[src/design/asd_pkg.sv]
// ----------------------------------------------------------------------------
// asd_pkg
// Shared types, register codes, reset values and the control store of the
// step detector sequencer.
// ----------------------------------------------------------------------------
package asd_pkg;

   localparam int SAMPLE_BITS_DEF = 12;

   // Configuration port.
   localparam int CSR_IDX_W  = 3;
   localparam int CSR_DATA_W = 16;

   localparam logic [CSR_IDX_W-1:0] CSR_FILTER_ALPHA   = 3'd0;
   localparam logic [CSR_IDX_W-1:0] CSR_GRAVITY_LEVEL  = 3'd1;
   localparam logic [CSR_IDX_W-1:0] CSR_RISE_THRESHOLD = 3'd2;
   localparam logic [CSR_IDX_W-1:0] CSR_FALL_THRESHOLD = 3'd3;
   localparam logic [CSR_IDX_W-1:0] CSR_MIN_STEP_MS    = 3'd4;
   localparam logic [CSR_IDX_W-1:0] CSR_SAVE_MS        = 3'd5;

   localparam logic [8:0]  ALPHA_RST    = 9'd230;
   localparam logic [8:0]  ALPHA_FULL   = 9'd256;
   localparam logic [11:0] GRAVITY_RST  = 12'd1024;
   localparam logic [11:0] RISE_RST     = 12'd358;
   localparam logic [11:0] FALL_RST     = 12'd154;
   localparam logic [15:0] MIN_STEP_RST = 16'd250;
   localparam logic [15:0] SAVE_RST     = 16'd10000;

   // Filtered level range.
   localparam int FILT_W   = 13;
   localparam int FILT_MAX = 4095;
   localparam int FILT_MIN = -4096;

   typedef struct packed {
      logic [8:0]  filter_alpha;
      logic [11:0] gravity_level;
      logic [11:0] rise_threshold;
      logic [11:0] fall_threshold;
      logic [15:0] min_step_ms;
      logic [15:0] save_ms;
   } asd_cfg_type;

   // Operand pair feeding the shared multiplier.
   typedef enum logic [2:0] {
      MUL_NONE  = 3'd0,
      MUL_SQ_X  = 3'd1,
      MUL_SQ_Y  = 3'd2,
      MUL_SQ_Z  = 3'd3,
      MUL_F_OLD = 3'd4,
      MUL_F_LIN = 3'd5
   } mul_sel_type;

   typedef enum logic [1:0] {
      ACC_HOLD = 2'd0,
      ACC_LOAD = 2'd1,
      ACC_ADD  = 2'd2
   } acc_op_type;

   typedef enum logic [1:0] {
      SEQ_NEXT    = 2'd0,
      SEQ_WAIT_IN = 2'd1,
      SEQ_LOOP    = 2'd2,
      SEQ_EMIT    = 2'd3
   } seq_op_type;

   typedef logic [3:0] pc_type;

   localparam pc_type PC_IDLE    = 4'd0;
   localparam pc_type PC_SQ_X    = 4'd1;
   localparam pc_type PC_SQ_Y    = 4'd2;
   localparam pc_type PC_SQ_Z    = 4'd3;
   localparam pc_type PC_SQ_INIT = 4'd4;
   localparam pc_type PC_SQ_STEP = 4'd5;
   localparam pc_type PC_LIN     = 4'd6;
   localparam pc_type PC_F_OLD   = 4'd7;
   localparam pc_type PC_F_LIN   = 4'd8;
   localparam pc_type PC_FILT    = 4'd9;
   localparam pc_type PC_DECIDE  = 4'd10;
   localparam pc_type PC_EMIT    = 4'd11;

   typedef struct packed {
      mul_sel_type mul_sel;
      acc_op_type  acc_op;
      logic        sqrt_init;
      logic        sqrt_step;
      logic        lin_load;
      logic        filt_load;
      logic        decide;
      logic        loop_load;
      seq_op_type  seq;
      pc_type      target;
   } asd_uword_type;

   // Datapath strobes issued by the sequencer for the current cycle.
   typedef struct packed {
      mul_sel_type mul_sel;
      acc_op_type  acc_op;
      logic        sqrt_init;
      logic        sqrt_step;
      logic        lin_load;
      logic        filt_load;
      logic        decide;
      logic        capture;
      logic        emit;
   } asd_ctrl_type;

   localparam asd_uword_type UWORD_NOP = '{
      mul_sel:   MUL_NONE,
      acc_op:    ACC_HOLD,
      sqrt_init: 1'b0,
      sqrt_step: 1'b0,
      lin_load:  1'b0,
      filt_load: 1'b0,
      decide:    1'b0,
      loop_load: 1'b0,
      seq:       SEQ_NEXT,
      target:    PC_IDLE
   };

   // Control store: one word per step.
   function automatic asd_uword_type ucode_word(input pc_type pc);
      asd_uword_type w;
      w = UWORD_NOP;
      unique case (pc)
         PC_IDLE: begin
            w.seq = SEQ_WAIT_IN;
         end
         PC_SQ_X: begin
            w.mul_sel = MUL_SQ_X;
            w.acc_op  = ACC_LOAD;
         end
         PC_SQ_Y: begin
            w.mul_sel = MUL_SQ_Y;
            w.acc_op  = ACC_ADD;
         end
         PC_SQ_Z: begin
            w.mul_sel = MUL_SQ_Z;
            w.acc_op  = ACC_ADD;
         end
         PC_SQ_INIT: begin
            w.sqrt_init = 1'b1;
            w.loop_load = 1'b1;
         end
         PC_SQ_STEP: begin
            w.sqrt_step = 1'b1;
            w.seq       = SEQ_LOOP;
            w.target    = PC_SQ_STEP;
         end
         PC_LIN: begin
            w.lin_load = 1'b1;
         end
         PC_F_OLD: begin
            w.mul_sel = MUL_F_OLD;
            w.acc_op  = ACC_LOAD;
         end
         PC_F_LIN: begin
            w.mul_sel = MUL_F_LIN;
            w.acc_op  = ACC_ADD;
         end
         PC_FILT: begin
            w.filt_load = 1'b1;
         end
         PC_DECIDE: begin
            w.decide = 1'b1;
         end
         PC_EMIT: begin
            w.seq    = SEQ_EMIT;
            w.target = PC_IDLE;
         end
         default: begin
            w.target = PC_IDLE;
            w.seq    = SEQ_EMIT;
         end
      endcase
      return w;
   endfunction

endpackage

[src/design/asd_if.sv]
// ----------------------------------------------------------------------------
// asd_if
// Valid/ready channels of the step detector: samples, results, register writes.
// ----------------------------------------------------------------------------
interface asd_req_if #(
   parameter int SAMPLE_BITS = asd_pkg::SAMPLE_BITS_DEF
);
   logic                          valid;
   logic                          ready;
   logic signed [SAMPLE_BITS-1:0] accel_x;
   logic signed [SAMPLE_BITS-1:0] accel_y;
   logic signed [SAMPLE_BITS-1:0] accel_z;
   logic [31:0]                   time_ms;

   modport source (output valid, accel_x, accel_y, accel_z, time_ms, input ready);
   modport sink   (input valid, accel_x, accel_y, accel_z, time_ms, output ready);
endinterface

interface asd_rsp_if;
   logic                              valid;
   logic                              ready;
   logic [31:0]                       step_count;
   logic                              step_detected;
   logic                              save_request;
   logic signed [asd_pkg::FILT_W-1:0] filtered_level;

   modport source (output valid, step_count, step_detected, save_request, filtered_level,
                   input ready);
   modport sink   (input valid, step_count, step_detected, save_request, filtered_level,
                   output ready);
endinterface

interface asd_csr_if;
   logic                             valid;
   logic                             ready;
   logic [asd_pkg::CSR_IDX_W-1:0]    index;
   logic [asd_pkg::CSR_DATA_W-1:0]   data;

   modport source (output valid, index, data, input ready);
   modport sink   (input valid, index, data, output ready);
endinterface

[src/design/accel_step_detector_core.sv]
// ----------------------------------------------------------------------------
// accel_step_detector_core
// Threshold step counter on a three-axis accelerometer, run by a microcoded
// sequencer over one shared multiplier and a bit-pair square root unit.
// ----------------------------------------------------------------------------
//
//   Channel    Direction  Handshake      Carries
//   req_chan   in         valid/ready    accel_x, accel_y, accel_z, time_ms
//   rsp_chan   out        valid/ready    step_count, step_detected,
//                                        save_request, filtered_level
//   csr_chan   in         valid/ready    index, data (register write)
//
// A result is loaded once the squares, the square root loop, gravity removal, the
// filter and the step decisions are done, and the next item is taken only after
// that load; the square root loop, one root bit per cycle, sets most of that time.
// Synchronous active-high reset clears the sequencer, detector state and result valid flag.
// The sequencer stalls on its result step only while the output register holds a
// result that is not being taken; register writes are always accepted.
// ----------------------------------------------------------------------------
module accel_step_detector_core #(
   parameter int SAMPLE_BITS = asd_pkg::SAMPLE_BITS_DEF
) (
   input  logic clock,
   input  logic reset,
   asd_req_if.sink   req_chan,
   asd_rsp_if.source rsp_chan,
   asd_csr_if.sink   csr_chan
);

   asd_pkg::asd_ctrl_type ctrl;
   asd_pkg::asd_cfg_type  cfg;
   logic                  out_busy;
   logic                  req_ready;

   assign req_chan.ready = req_ready;

   // Register file.
   asd_csr u_csr (
      .clock    (clock),
      .reset    (reset),
      .wr_valid (csr_chan.valid),
      .wr_ready (csr_chan.ready),
      .wr_index (csr_chan.index),
      .wr_data  (csr_chan.data),
      .cfg      (cfg)
   );

   // The sequencer steps through the control store: capture, three squares
   // into the accumulator, the root loop, gravity removal, the two filter
   // products, saturation, the step decisions and finally the result load.
   asd_sequencer #(
      .SAMPLE_BITS (SAMPLE_BITS)
   ) u_seq (
      .clock     (clock),
      .reset     (reset),
      .req_valid (req_chan.valid),
      .req_ready (req_ready),
      .out_busy  (out_busy),
      .ctrl      (ctrl)
   );

   asd_datapath #(
      .SAMPLE_BITS (SAMPLE_BITS)
   ) u_dp (
      .clock          (clock),
      .reset          (reset),
      .ctrl           (ctrl),
      .cfg            (cfg),
      .accel_x        (req_chan.accel_x),
      .accel_y        (req_chan.accel_y),
      .accel_z        (req_chan.accel_z),
      .time_ms        (req_chan.time_ms),
      .rsp_ready      (rsp_chan.ready),
      .out_busy       (out_busy),
      .rsp_valid      (rsp_chan.valid),
      .step_count     (rsp_chan.step_count),
      .step_detected  (rsp_chan.step_detected),
      .save_request   (rsp_chan.save_request),
      .filtered_level (rsp_chan.filtered_level)
   );

`ifndef NO_ASSERTIONS
   // Once an item is taken the sequencer is busy on the next cycle.
   a_busy_after_accept: assert property (@(posedge clock) disable iff (reset)
      (req_chan.valid && req_ready) |=> !req_ready)
      else $error("input ready stayed high after an item was accepted");

   // A result is never loaded over one that has not been taken.
   a_no_overwrite: assert property (@(posedge clock) disable iff (reset)
      ctrl.emit |-> !(rsp_chan.valid && !rsp_chan.ready))
      else $error("result register overwritten while still pending");

   // Results are only loaded while no new item is being captured.
   a_emit_not_capture: assert property (@(posedge clock) disable iff (reset)
      !(ctrl.emit && ctrl.capture))
      else $error("capture and result load in the same cycle");
`endif

endmodule

[src/design/asd_csr.sv]
// ----------------------------------------------------------------------------
// asd_csr
// Configuration registers, written through the register write channel.
// ----------------------------------------------------------------------------
module asd_csr (
   input  logic                            clock,
   input  logic                            reset,
   input  logic                            wr_valid,
   output logic                            wr_ready,
   input  logic [asd_pkg::CSR_IDX_W-1:0]   wr_index,
   input  logic [asd_pkg::CSR_DATA_W-1:0]  wr_data,
   output asd_pkg::asd_cfg_type            cfg
);

   asd_pkg::asd_cfg_type cfg_ff, cfg_in;

   assign wr_ready = 1'b1;
   assign cfg      = cfg_ff;

   always_comb begin
      cfg_in = cfg_ff;
      if (wr_valid) begin
         unique case (wr_index)
            asd_pkg::CSR_FILTER_ALPHA:   cfg_in.filter_alpha   = wr_data[8:0];
            asd_pkg::CSR_GRAVITY_LEVEL:  cfg_in.gravity_level  = wr_data[11:0];
            asd_pkg::CSR_RISE_THRESHOLD: cfg_in.rise_threshold = wr_data[11:0];
            asd_pkg::CSR_FALL_THRESHOLD: cfg_in.fall_threshold = wr_data[11:0];
            asd_pkg::CSR_MIN_STEP_MS:    cfg_in.min_step_ms    = wr_data;
            asd_pkg::CSR_SAVE_MS:        cfg_in.save_ms        = wr_data;
            default: ;
         endcase
      end
   end

   always_ff @(posedge clock) begin
      if (reset) begin
         cfg_ff.filter_alpha   <= asd_pkg::ALPHA_RST;
         cfg_ff.gravity_level  <= asd_pkg::GRAVITY_RST;
         cfg_ff.rise_threshold <= asd_pkg::RISE_RST;
         cfg_ff.fall_threshold <= asd_pkg::FALL_RST;
         cfg_ff.min_step_ms    <= asd_pkg::MIN_STEP_RST;
         cfg_ff.save_ms        <= asd_pkg::SAVE_RST;
      end else begin
         cfg_ff <= cfg_in;
      end
   end

endmodule

[src/design/asd_sequencer.sv]
// ----------------------------------------------------------------------------
// asd_sequencer
// Step counter, loop counter and control store of the microcoded sequencer.
// ----------------------------------------------------------------------------
module asd_sequencer #(
   parameter int SAMPLE_BITS = asd_pkg::SAMPLE_BITS_DEF
) (
   input  logic                  clock,
   input  logic                  reset,
   input  logic                  req_valid,
   output logic                  req_ready,
   input  logic                  out_busy,
   output asd_pkg::asd_ctrl_type ctrl
);

   localparam int LOOP_W = $clog2(SAMPLE_BITS + 1);

   asd_pkg::pc_type        pc_ff, pc_in;
   logic [LOOP_W-1:0]      loop_ff, loop_in;
   asd_pkg::asd_uword_type word;

   assign word      = asd_pkg::ucode_word(pc_ff);
   assign req_ready = (word.seq == asd_pkg::SEQ_WAIT_IN);

   always_comb begin
      pc_in          = pc_ff;
      loop_in        = loop_ff;
      ctrl.mul_sel   = word.mul_sel;
      ctrl.acc_op    = word.acc_op;
      ctrl.sqrt_init = word.sqrt_init;
      ctrl.sqrt_step = word.sqrt_step;
      ctrl.lin_load  = word.lin_load;
      ctrl.filt_load = word.filt_load;
      ctrl.decide    = word.decide;
      ctrl.capture   = 1'b0;
      ctrl.emit      = 1'b0;
      if (word.loop_load) begin
         loop_in = LOOP_W'(SAMPLE_BITS);
      end
      case (word.seq)
         asd_pkg::SEQ_NEXT: begin
            pc_in = pc_ff + 4'd1;
         end
         asd_pkg::SEQ_WAIT_IN: begin
            if (req_valid) begin
               ctrl.capture = 1'b1;
               pc_in        = pc_ff + 4'd1;
            end
         end
         asd_pkg::SEQ_LOOP: begin
            loop_in = loop_ff - LOOP_W'(1);
            if (loop_ff != LOOP_W'(1)) begin
               pc_in = word.target;
            end else begin
               pc_in = pc_ff + 4'd1;
            end
         end
         asd_pkg::SEQ_EMIT: begin
            if (!out_busy) begin
               ctrl.emit = 1'b1;
               pc_in     = word.target;
            end
         end
         default: begin
            pc_in = asd_pkg::PC_IDLE;
         end
      endcase
   end

   always_ff @(posedge clock) begin
      if (reset) begin
         pc_ff   <= asd_pkg::PC_IDLE;
         loop_ff <= '0;
      end else begin
         pc_ff   <= pc_in;
         loop_ff <= loop_in;
      end
   end

endmodule

[src/design/asd_datapath.sv]
// ----------------------------------------------------------------------------
// asd_datapath
// Shared multiplier and accumulator, digit-by-digit square root, low-pass
// filter, step and save decisions, and the result register.
// ----------------------------------------------------------------------------
module asd_datapath #(
   parameter int SAMPLE_BITS = asd_pkg::SAMPLE_BITS_DEF
) (
   input  logic                               clock,
   input  logic                               reset,
   input  asd_pkg::asd_ctrl_type              ctrl,
   input  asd_pkg::asd_cfg_type               cfg,
   input  logic signed [SAMPLE_BITS-1:0]      accel_x,
   input  logic signed [SAMPLE_BITS-1:0]      accel_y,
   input  logic signed [SAMPLE_BITS-1:0]      accel_z,
   input  logic [31:0]                        time_ms,
   input  logic                               rsp_ready,
   output logic                               out_busy,
   output logic                               rsp_valid,
   output logic [31:0]                        step_count,
   output logic                               step_detected,
   output logic                               save_request,
   output logic signed [asd_pkg::FILT_W-1:0]  filtered_level
);

   localparam int SQ_W  = 2 * SAMPLE_BITS;
   localparam int REM_W = SAMPLE_BITS + 2;
   localparam int LIN_W = ((SAMPLE_BITS > 12) ? SAMPLE_BITS : 12) + 2;
   localparam int MUL_W = LIN_W;
   localparam int ACC_W = 2 * MUL_W;
   localparam int FW    = asd_pkg::FILT_W;

   localparam logic signed [ACC_W-1:0] F_MAX = ACC_W'(asd_pkg::FILT_MAX);
   localparam logic signed [ACC_W-1:0] F_MIN = ACC_W'(asd_pkg::FILT_MIN);

   // Captured sample.
   logic signed [SAMPLE_BITS-1:0] x_ff, y_ff, z_ff;
   logic [31:0]                   now_ff;

   // Arithmetic registers.
   logic signed [ACC_W-1:0]       acc_ff, acc_in;
   logic [SQ_W-1:0]               rad_ff, rad_in;
   logic [REM_W-1:0]              rem_ff, rem_in;
   logic [SAMPLE_BITS-1:0]        root_ff, root_in;
   logic signed [LIN_W-1:0]       lin_ff;

   // Detector state.
   logic signed [FW-1:0]          filter_ff, filter_in;
   logic                          armed_ff, armed_in;
   logic [31:0]                   count_ff, count_in;
   logic [31:0]                   last_step_ff, last_step_in;
   logic [31:0]                   last_save_ff, last_save_in;
   logic                          det_ff, det_in;
   logic                          save_ff, save_in;

   // Result register.
   logic                          rsp_valid_ff;
   logic [31:0]                   rsp_count_ff;
   logic                          rsp_det_ff;
   logic                          rsp_save_ff;
   logic signed [FW-1:0]          rsp_level_ff;

   logic [8:0]                    alpha_sat;
   logic [8:0]                    beta;
   logic signed [MUL_W-1:0]       op_a, op_b;
   logic signed [ACC_W-1:0]       product;
   logic signed [ACC_W-1:0]       shifted;
   logic [REM_W-1:0]              rem_sh, trial;
   logic signed [FW-1:0]          rise_s, fall_s;
   logic                          arm, armed_mid, fall_hit;
   logic [31:0]                   since_step, since_save;

   // Weights above one are clamped so the filter simply holds its value.
   assign alpha_sat = (cfg.filter_alpha > asd_pkg::ALPHA_FULL) ?
                      asd_pkg::ALPHA_FULL : cfg.filter_alpha;
   assign beta      = asd_pkg::ALPHA_FULL - alpha_sat;

   always_comb begin
      case (ctrl.mul_sel)
         asd_pkg::MUL_SQ_X: begin
            op_a = MUL_W'(x_ff);
            op_b = MUL_W'(x_ff);
         end
         asd_pkg::MUL_SQ_Y: begin
            op_a = MUL_W'(y_ff);
            op_b = MUL_W'(y_ff);
         end
         asd_pkg::MUL_SQ_Z: begin
            op_a = MUL_W'(z_ff);
            op_b = MUL_W'(z_ff);
         end
         asd_pkg::MUL_F_OLD: begin
            op_a = $signed({{(MUL_W-9){1'b0}}, alpha_sat});
            op_b = MUL_W'(filter_ff);
         end
         asd_pkg::MUL_F_LIN: begin
            op_a = $signed({{(MUL_W-9){1'b0}}, beta});
            op_b = lin_ff;
         end
         default: begin
            op_a = '0;
            op_b = '0;
         end
      endcase
   end

   assign product = ACC_W'(op_a) * ACC_W'(op_b);

   always_comb begin
      case (ctrl.acc_op)
         asd_pkg::ACC_LOAD: acc_in = product;
         asd_pkg::ACC_ADD:  acc_in = acc_ff + product;
         default:           acc_in = acc_ff;
      endcase
   end

   // One root bit per step: bring down two radicand bits, try (root<<2)|1.
   assign rem_sh = {rem_ff[SAMPLE_BITS-1:0], rad_ff[SQ_W-1 -: 2]};
   assign trial  = {root_ff, 2'b01};

   always_comb begin
      rad_in  = rad_ff;
      rem_in  = rem_ff;
      root_in = root_ff;
      if (ctrl.sqrt_init) begin
         rad_in  = acc_ff[SQ_W-1:0];
         rem_in  = '0;
         root_in = '0;
      end else if (ctrl.sqrt_step) begin
         rad_in = {rad_ff[SQ_W-3:0], 2'b00};
         if (rem_sh >= trial) begin
            rem_in  = rem_sh - trial;
            root_in = {root_ff[SAMPLE_BITS-2:0], 1'b1};
         end else begin
            rem_in  = rem_sh;
            root_in = {root_ff[SAMPLE_BITS-2:0], 1'b0};
         end
      end
   end

   assign shifted = acc_ff >>> 8;

   always_comb begin
      filter_in = filter_ff;
      if (ctrl.filt_load) begin
         if (shifted > F_MAX) begin
            filter_in = F_MAX[FW-1:0];
         end else if (shifted < F_MIN) begin
            filter_in = F_MIN[FW-1:0];
         end else begin
            filter_in = shifted[FW-1:0];
         end
      end
   end

   // Arming is tested before counting, so one sample may do both.
   assign rise_s     = $signed({1'b0, cfg.rise_threshold});
   assign fall_s     = $signed({1'b0, cfg.fall_threshold});
   assign since_step = now_ff - last_step_ff;
   assign since_save = now_ff - last_save_ff;
   assign arm        = (filter_ff > rise_s) && !armed_ff &&
                       (since_step > {16'd0, cfg.min_step_ms});
   assign armed_mid  = armed_ff | arm;
   assign fall_hit   = (filter_ff < fall_s) && armed_mid;

   always_comb begin
      armed_in     = armed_ff;
      count_in     = count_ff;
      last_step_in = last_step_ff;
      last_save_in = last_save_ff;
      det_in       = det_ff;
      save_in      = save_ff;
      if (ctrl.decide) begin
         armed_in = armed_mid;
         det_in   = fall_hit;
         save_in  = (since_save >= {16'd0, cfg.save_ms});
         if (fall_hit) begin
            count_in     = count_ff + 32'd1;
            last_step_in = now_ff;
            armed_in     = 1'b0;
         end
         if (since_save >= {16'd0, cfg.save_ms}) begin
            last_save_in = now_ff;
         end
      end
   end

   assign out_busy = rsp_valid_ff && !rsp_ready;

   always_ff @(posedge clock) begin
      if (ctrl.capture) begin
         x_ff   <= accel_x;
         y_ff   <= accel_y;
         z_ff   <= accel_z;
         now_ff <= time_ms;
      end
      if (ctrl.lin_load) begin
         lin_ff <= $signed({{(LIN_W-SAMPLE_BITS){1'b0}}, root_ff}) -
                   $signed({{(LIN_W-12){1'b0}}, cfg.gravity_level});
      end
      if (ctrl.emit) begin
         rsp_count_ff <= count_ff;
         rsp_det_ff   <= det_ff;
         rsp_save_ff  <= save_ff;
         rsp_level_ff <= filter_ff;
      end
      acc_ff  <= acc_in;
      rad_ff  <= rad_in;
      rem_ff  <= rem_in;
      root_ff <= root_in;
      det_ff  <= det_in;
      save_ff <= save_in;
   end

   always_ff @(posedge clock) begin
      if (reset) begin
         filter_ff    <= '0;
         armed_ff     <= 1'b0;
         count_ff     <= '0;
         last_step_ff <= '0;
         last_save_ff <= '0;
         rsp_valid_ff <= 1'b0;
      end else begin
         filter_ff    <= filter_in;
         armed_ff     <= armed_in;
         count_ff     <= count_in;
         last_step_ff <= last_step_in;
         last_save_ff <= last_save_in;
         if (ctrl.emit) begin
            rsp_valid_ff <= 1'b1;
         end else if (rsp_ready) begin
            rsp_valid_ff <= 1'b0;
         end
      end
   end

   assign rsp_valid      = rsp_valid_ff;
   assign step_count     = rsp_count_ff;
   assign step_detected  = rsp_det_ff;
   assign save_request   = rsp_save_ff;
   assign filtered_level = rsp_level_ff;

endmodule

[src/flat_wrapper.sv]
// flat-port wrapper written by rule: the top's interface ports become plain ports
module accel_step_detector_core_flat 
#(
   parameter int SAMPLE_BITS = asd_pkg::SAMPLE_BITS_DEF
)
  (clock, reset, req_chan_valid, req_chan_accel_x, req_chan_accel_y, req_chan_accel_z, req_chan_time_ms, req_chan_ready, rsp_chan_valid, rsp_chan_step_count, rsp_chan_step_detected, rsp_chan_save_request, rsp_chan_filtered_level, rsp_chan_ready, csr_chan_valid, csr_chan_index, csr_chan_data, csr_chan_ready);
  asd_req_if #(.SAMPLE_BITS(SAMPLE_BITS)) req_chan_i ();
  asd_rsp_if rsp_chan_i ();
  asd_csr_if csr_chan_i ();
  input  logic clock;
  input  logic reset;
  input wire logic [$bits(req_chan_i.valid)-1:0] req_chan_valid;
  input wire logic [$bits(req_chan_i.accel_x)-1:0] req_chan_accel_x;
  input wire logic [$bits(req_chan_i.accel_y)-1:0] req_chan_accel_y;
  input wire logic [$bits(req_chan_i.accel_z)-1:0] req_chan_accel_z;
  input wire logic [$bits(req_chan_i.time_ms)-1:0] req_chan_time_ms;
  output wire logic [$bits(req_chan_i.ready)-1:0] req_chan_ready;
  output wire logic [$bits(rsp_chan_i.valid)-1:0] rsp_chan_valid;
  output wire logic [$bits(rsp_chan_i.step_count)-1:0] rsp_chan_step_count;
  output wire logic [$bits(rsp_chan_i.step_detected)-1:0] rsp_chan_step_detected;
  output wire logic [$bits(rsp_chan_i.save_request)-1:0] rsp_chan_save_request;
  output wire logic [$bits(rsp_chan_i.filtered_level)-1:0] rsp_chan_filtered_level;
  input wire logic [$bits(rsp_chan_i.ready)-1:0] rsp_chan_ready;
  input wire logic [$bits(csr_chan_i.valid)-1:0] csr_chan_valid;
  input wire logic [$bits(csr_chan_i.index)-1:0] csr_chan_index;
  input wire logic [$bits(csr_chan_i.data)-1:0] csr_chan_data;
  output wire logic [$bits(csr_chan_i.ready)-1:0] csr_chan_ready;
  assign req_chan_i.valid = req_chan_valid;
  assign req_chan_i.accel_x = req_chan_accel_x;
  assign req_chan_i.accel_y = req_chan_accel_y;
  assign req_chan_i.accel_z = req_chan_accel_z;
  assign req_chan_i.time_ms = req_chan_time_ms;
  assign req_chan_ready = req_chan_i.ready;
  assign rsp_chan_valid = rsp_chan_i.valid;
  assign rsp_chan_step_count = rsp_chan_i.step_count;
  assign rsp_chan_step_detected = rsp_chan_i.step_detected;
  assign rsp_chan_save_request = rsp_chan_i.save_request;
  assign rsp_chan_filtered_level = rsp_chan_i.filtered_level;
  assign rsp_chan_i.ready = rsp_chan_ready;
  assign csr_chan_i.valid = csr_chan_valid;
  assign csr_chan_i.index = csr_chan_index;
  assign csr_chan_i.data = csr_chan_data;
  assign csr_chan_ready = csr_chan_i.ready;
  accel_step_detector_core #(.SAMPLE_BITS(SAMPLE_BITS)) u_core (.clock(clock), .reset(reset), .req_chan(req_chan_i), .rsp_chan(rsp_chan_i), .csr_chan(csr_chan_i));
endmodule
[config.mk]
export PLATFORM = sky130hd
export DESIGN_NAME = accel_step_detector_core_flat
export DESIGN_NICKNAME = d
export VERILOG_FILES = /design/src/design/asd_pkg.sv /design/src/design/asd_if.sv /design/src/design/accel_step_detector_core.sv /design/src/design/asd_csr.sv /design/src/design/asd_sequencer.sv /design/src/design/asd_datapath.sv /design/src/flat_wrapper.sv
export SDC_FILE = /design/constraint.sdc
export NUM_CORES = 1
export LEC_CHECK = 0
export BUFFER_PORTS_ARGS = -buffer_cell sky130_fd_sc_hd__buf_2
export CAP_MARGIN = 20
export CORE_AREA = 2 2 256 208
export DETAILED_ROUTE_END_ITERATION = 8
export DIE_AREA = 0 0 258 210
export PLACE_DENSITY = 0.77
export SLEW_MARGIN = 20
export SYNTH_ARGS = -nofsm -noshare
export SYNTH_HDL_FRONTEND = slang
export SYNTH_SLANG_ARGS = --single-unit
[constraint.sdc]
create_clock -name clock -period 13.9 [get_ports clock]
set_clock_uncertainty 0.1 [all_clocks]
set_input_delay 2.085 -clock clock [delete_from_list [all_inputs] [get_ports clock]]
set_output_delay 2.085 -clock clock [all_outputs]
set_load 0.01 [all_outputs]
==> metrics.md <==
| Metric | Value |
|---|---|
| Status | `finished clean` |
| Core ar. | `51700 µm²` |
| Total die area | `54200 µm²` |
| Yosys top cell by area | `edfxtp_1` |
| Clk pwr share | `14.4%` |
| Top-count cell post-synth | `inv_1` |
| Layout cells sized above 1 | `9.65%` |
| Sinks on Clock Net | `402` |
| Cell Area, Synth | `30700 µm²` |
| Vias per inst | `5.92` |
| Drc violations | `0` |
| Critical Path Most Common Cell | `fa_1` |
| Yosys top cell area share | `17.8%` |
| Final period utilization | `78.3%` |
| Clk slew on worst S/H paths | `0.07 ns` |
| Hold Slack | `0.325 ns` |
| I/O Buffers | `140` |
| Leak pwr | `14.3 nW` |
| Required @ worst endpoint | `14.13 ns` |
| Max clock buf depth | `3` |
| Final core utilization | `64.6%` |
| Post-Syn Area per Cell | `8.98 µm²` |
| Clk Latency, worst-skew pair | `0.60 ns` |
| Total grt overflow | `0` |
| TritonRoute pass-1 iters | `6` |
| Crit path buf inv count | `4` |
| Largest net degree at the start of global routing | `140` |
| Area taken by multi-input logic gates | `18700 µm²` |
| Cells after Synth | `3415` |
| Most frequent cells after synthesis | `inv_1, nand2_1, nor2_1, ha_1, a21oi_1` |
| Final ANT Viol Nets | `0` |
| Num CTS Buffers | `44` |
| Dominant cells by area after synthesis | `edfxtp_1, dfxtp_1, fa_1, ha_1, inv_1` |
| Clk root buf | `clkbuf_16` |
| Fin nets | `4013` |
| Post-synth ARST share | `0%` |
| Crit path largest cell delay | `0.80 ns` |
| CTS tree | `yes` |
| Final slew viol count | `0` |
| Hold_buf cts | `0` |
| Worst setup path class | `register to register` |
| Most used DFF post-synth | `dfxtp_1` |
| Final setup TNS | `0 ns` |
| Row count | `75` |
| Initial Util | `59.3%` |
| Post_cts resized | `0` |
| Slowest cell on the critical path | `and2_1` |
| Final RePlAce weighted congestion | `1.02` |
| Synth unique cells | `89` |
| Number of synthesized flops with an enable pin | `182` |
| PwrDens | `244 nW/µm²` |
| Setup Buffers After CTS | `0` |
| Post-synthesis sequential area ratio | `32.2%` |
| Sw frac | `46.3%` |
| RSZ-0062 raised after global routing | `false` |
| Reg power frac | `21.4%` |
| DRT Wirelength | `79700 µm` |
| Die W | `258 µm` |
| Critical Path Source Type | `register` |
| Net Sw Power | `3.77 mW` |
| Io pins | `142` |
| First-pass GRT wire length | `126000 µm` |
| Family with the most delay on the worst path | `adder cells` |
| Worst Path Max Fanout | `24` |
| Int Power | `4.37 mW` |
| Via count | `24947` |
| Area occupied by registers | `9870 µm²` |
| Die extent in y | `210 µm` |
| Worst hold path type | `register to register` |
| WP data arrival | `11.12 ns` |
| FMAX | `91.8 MHz` |
| Final Hold Viols | `0` |
| Yosys warnings | `0` |
| Slew @ Worst Pin | `1.07 ns` |
| Total GRT Usage | `29.4%` |
| Initial DRC Count | `2771` |
| Number of global-route vias before repair | `22675` |
| Max-cap violations | `0` |
| Post-synth net total | `3939` |
| Worst Setup End Kind | `register` |
| Layout area overhead | `8.94%` |
| Initial antenna violation count | `0` |
| DP Wirelength | `60300 µm` |
| Layout fillers | `4280` |
| DR WL/cell | `18.9 µm` |
| Worst slew margin | `28.8%` |
| Worst VDD drop | `0.000273 V` |
| Fin crit period | `10.89 ns` |
| H-tree level count | `2` |
| Gate power share | `64.2%` |
| Flops & latches, synth | `402` |
| Final Setup Violations | `0` |
| Antenna cell count | `0` |
[per-layer routing]
layer / wire length, µm / vias up / global-route usage (%)
li1: - / 11885 / -
met1: 38500 / 11830 / 47.3
met2: 30300 / 1127 / 38.4
met3: 9080 / 105 / 7.71
met4: 1840 / 0 / 7.20
met5: 0 / - / 0
[flip-flops by register name, indices dropped and copies added, names as in the netlist, 24 cells and up]
signal,cells
u_core.u_dp.acc_ff,28
u_core.u_dp.last_save_ff,32
u_core.u_dp.step_count,32
u_core.u_dp.count_ff,32
u_core.u_dp.now_ff,32
u_core.u_dp.last_step_ff,32
u_core.u_dp.rad_ff,24
u_core.u_csr.cfg,77
[cells by family after synthesis]
kind of cell             synth area share (%)
AND/OR/NAND/NOR                          16.8
AO/OA/AOI/OAI                            15.5
buffers and inverters                    7.03
adder cells (fa/ha/maj)                  22.2
flip-flops                               32.2
multiplexers                             3.50
XOR/XNOR                                 2.80
other                                  0.0122
[final cells by class]
class	instances	share of cell area, %
multi-input combinational	2446	56.0
tap	693	2.60
clock inverter	26	0.630
timing repair buffer	170	2.79
clock buffer	55	3.66
sequential	402	29.6
inverter	425	4.78
[power groups by stage]
stage / sequential (mW) / combinational, mW / clock, mW
after floorplan: 1.72 / 4.02 / 0
after global placement: 1.76 / 5.03 / 0
after detailed placement: 1.75 / 5.14 / 0
after CTS: 1.74 / 5.19 / 1.19
after global routing: 1.76 / 5.91 / 1.23
final: 1.74 / 5.23 / 1.18
[worst reg2reg max path: cells and delay by family, from the launching register on]
family,cells,cell delay [ns]
compound gates,13,3.41
fa+ha+maj,9,3.84
buf+inv,4,0.25
flops,1,0.36
xor+xnor,3,0.47
simple gates,8,2.19
[layout by cell type (no fill, tap or decap), types with 22 or more instances in the layout]
cell type,n
nand2_1,341
xnor2_1,65
ha_1,247
mux2i_1,39
buf_2,139
nor3_1,47
mux2_2,54
nor2b_1,47
buf_4,30
a21o_1,52
o21a_1,40
nand4_1,32
xor2_1,33
nor2_1,281
clkbuf_16,45
nand2b_1,93
o31ai_1,48
nand3b_1,22
inv_1,424
o21ai_0,124
and3_1,30
fa_1,185
nand3_1,86
dfxtp_1,220
a211o_1,24
a21oi_1,241
edfxtp_1,182
[worst paths after layout]
kind	start	endpoint	slack (ns)	cells past startpoint
worst min register to register	u_core.u_dp.det_ff	u_core.u_dp.step_detected	0.32	0
worst min-delay path	u_core.u_dp.det_ff	u_core.u_dp.step_detected	0.32	0
worst max register to register	u_core.u_seq.pc_ff[0]	u_core.u_dp.acc_ff[27]	3.01	37
worst max-delay path	u_core.u_seq.pc_ff[0]	u_core.u_dp.acc_ff[27]	3.01	37
[through the flow]
step                      std cells  power, mW  instance area [µm²]  setup slack [ns]
final                          4217       8.15                33400              3.01
after global routing           4217       8.89                33400              2.44
after CTS                      4217       8.12                33400              3.27
after detailed placement       4136       6.89                32000              3.33
after global placement         4135       6.79                31900              2.65
after floorplan                3415       5.74                30700              4.26
(Power assumes the default switching activity.)
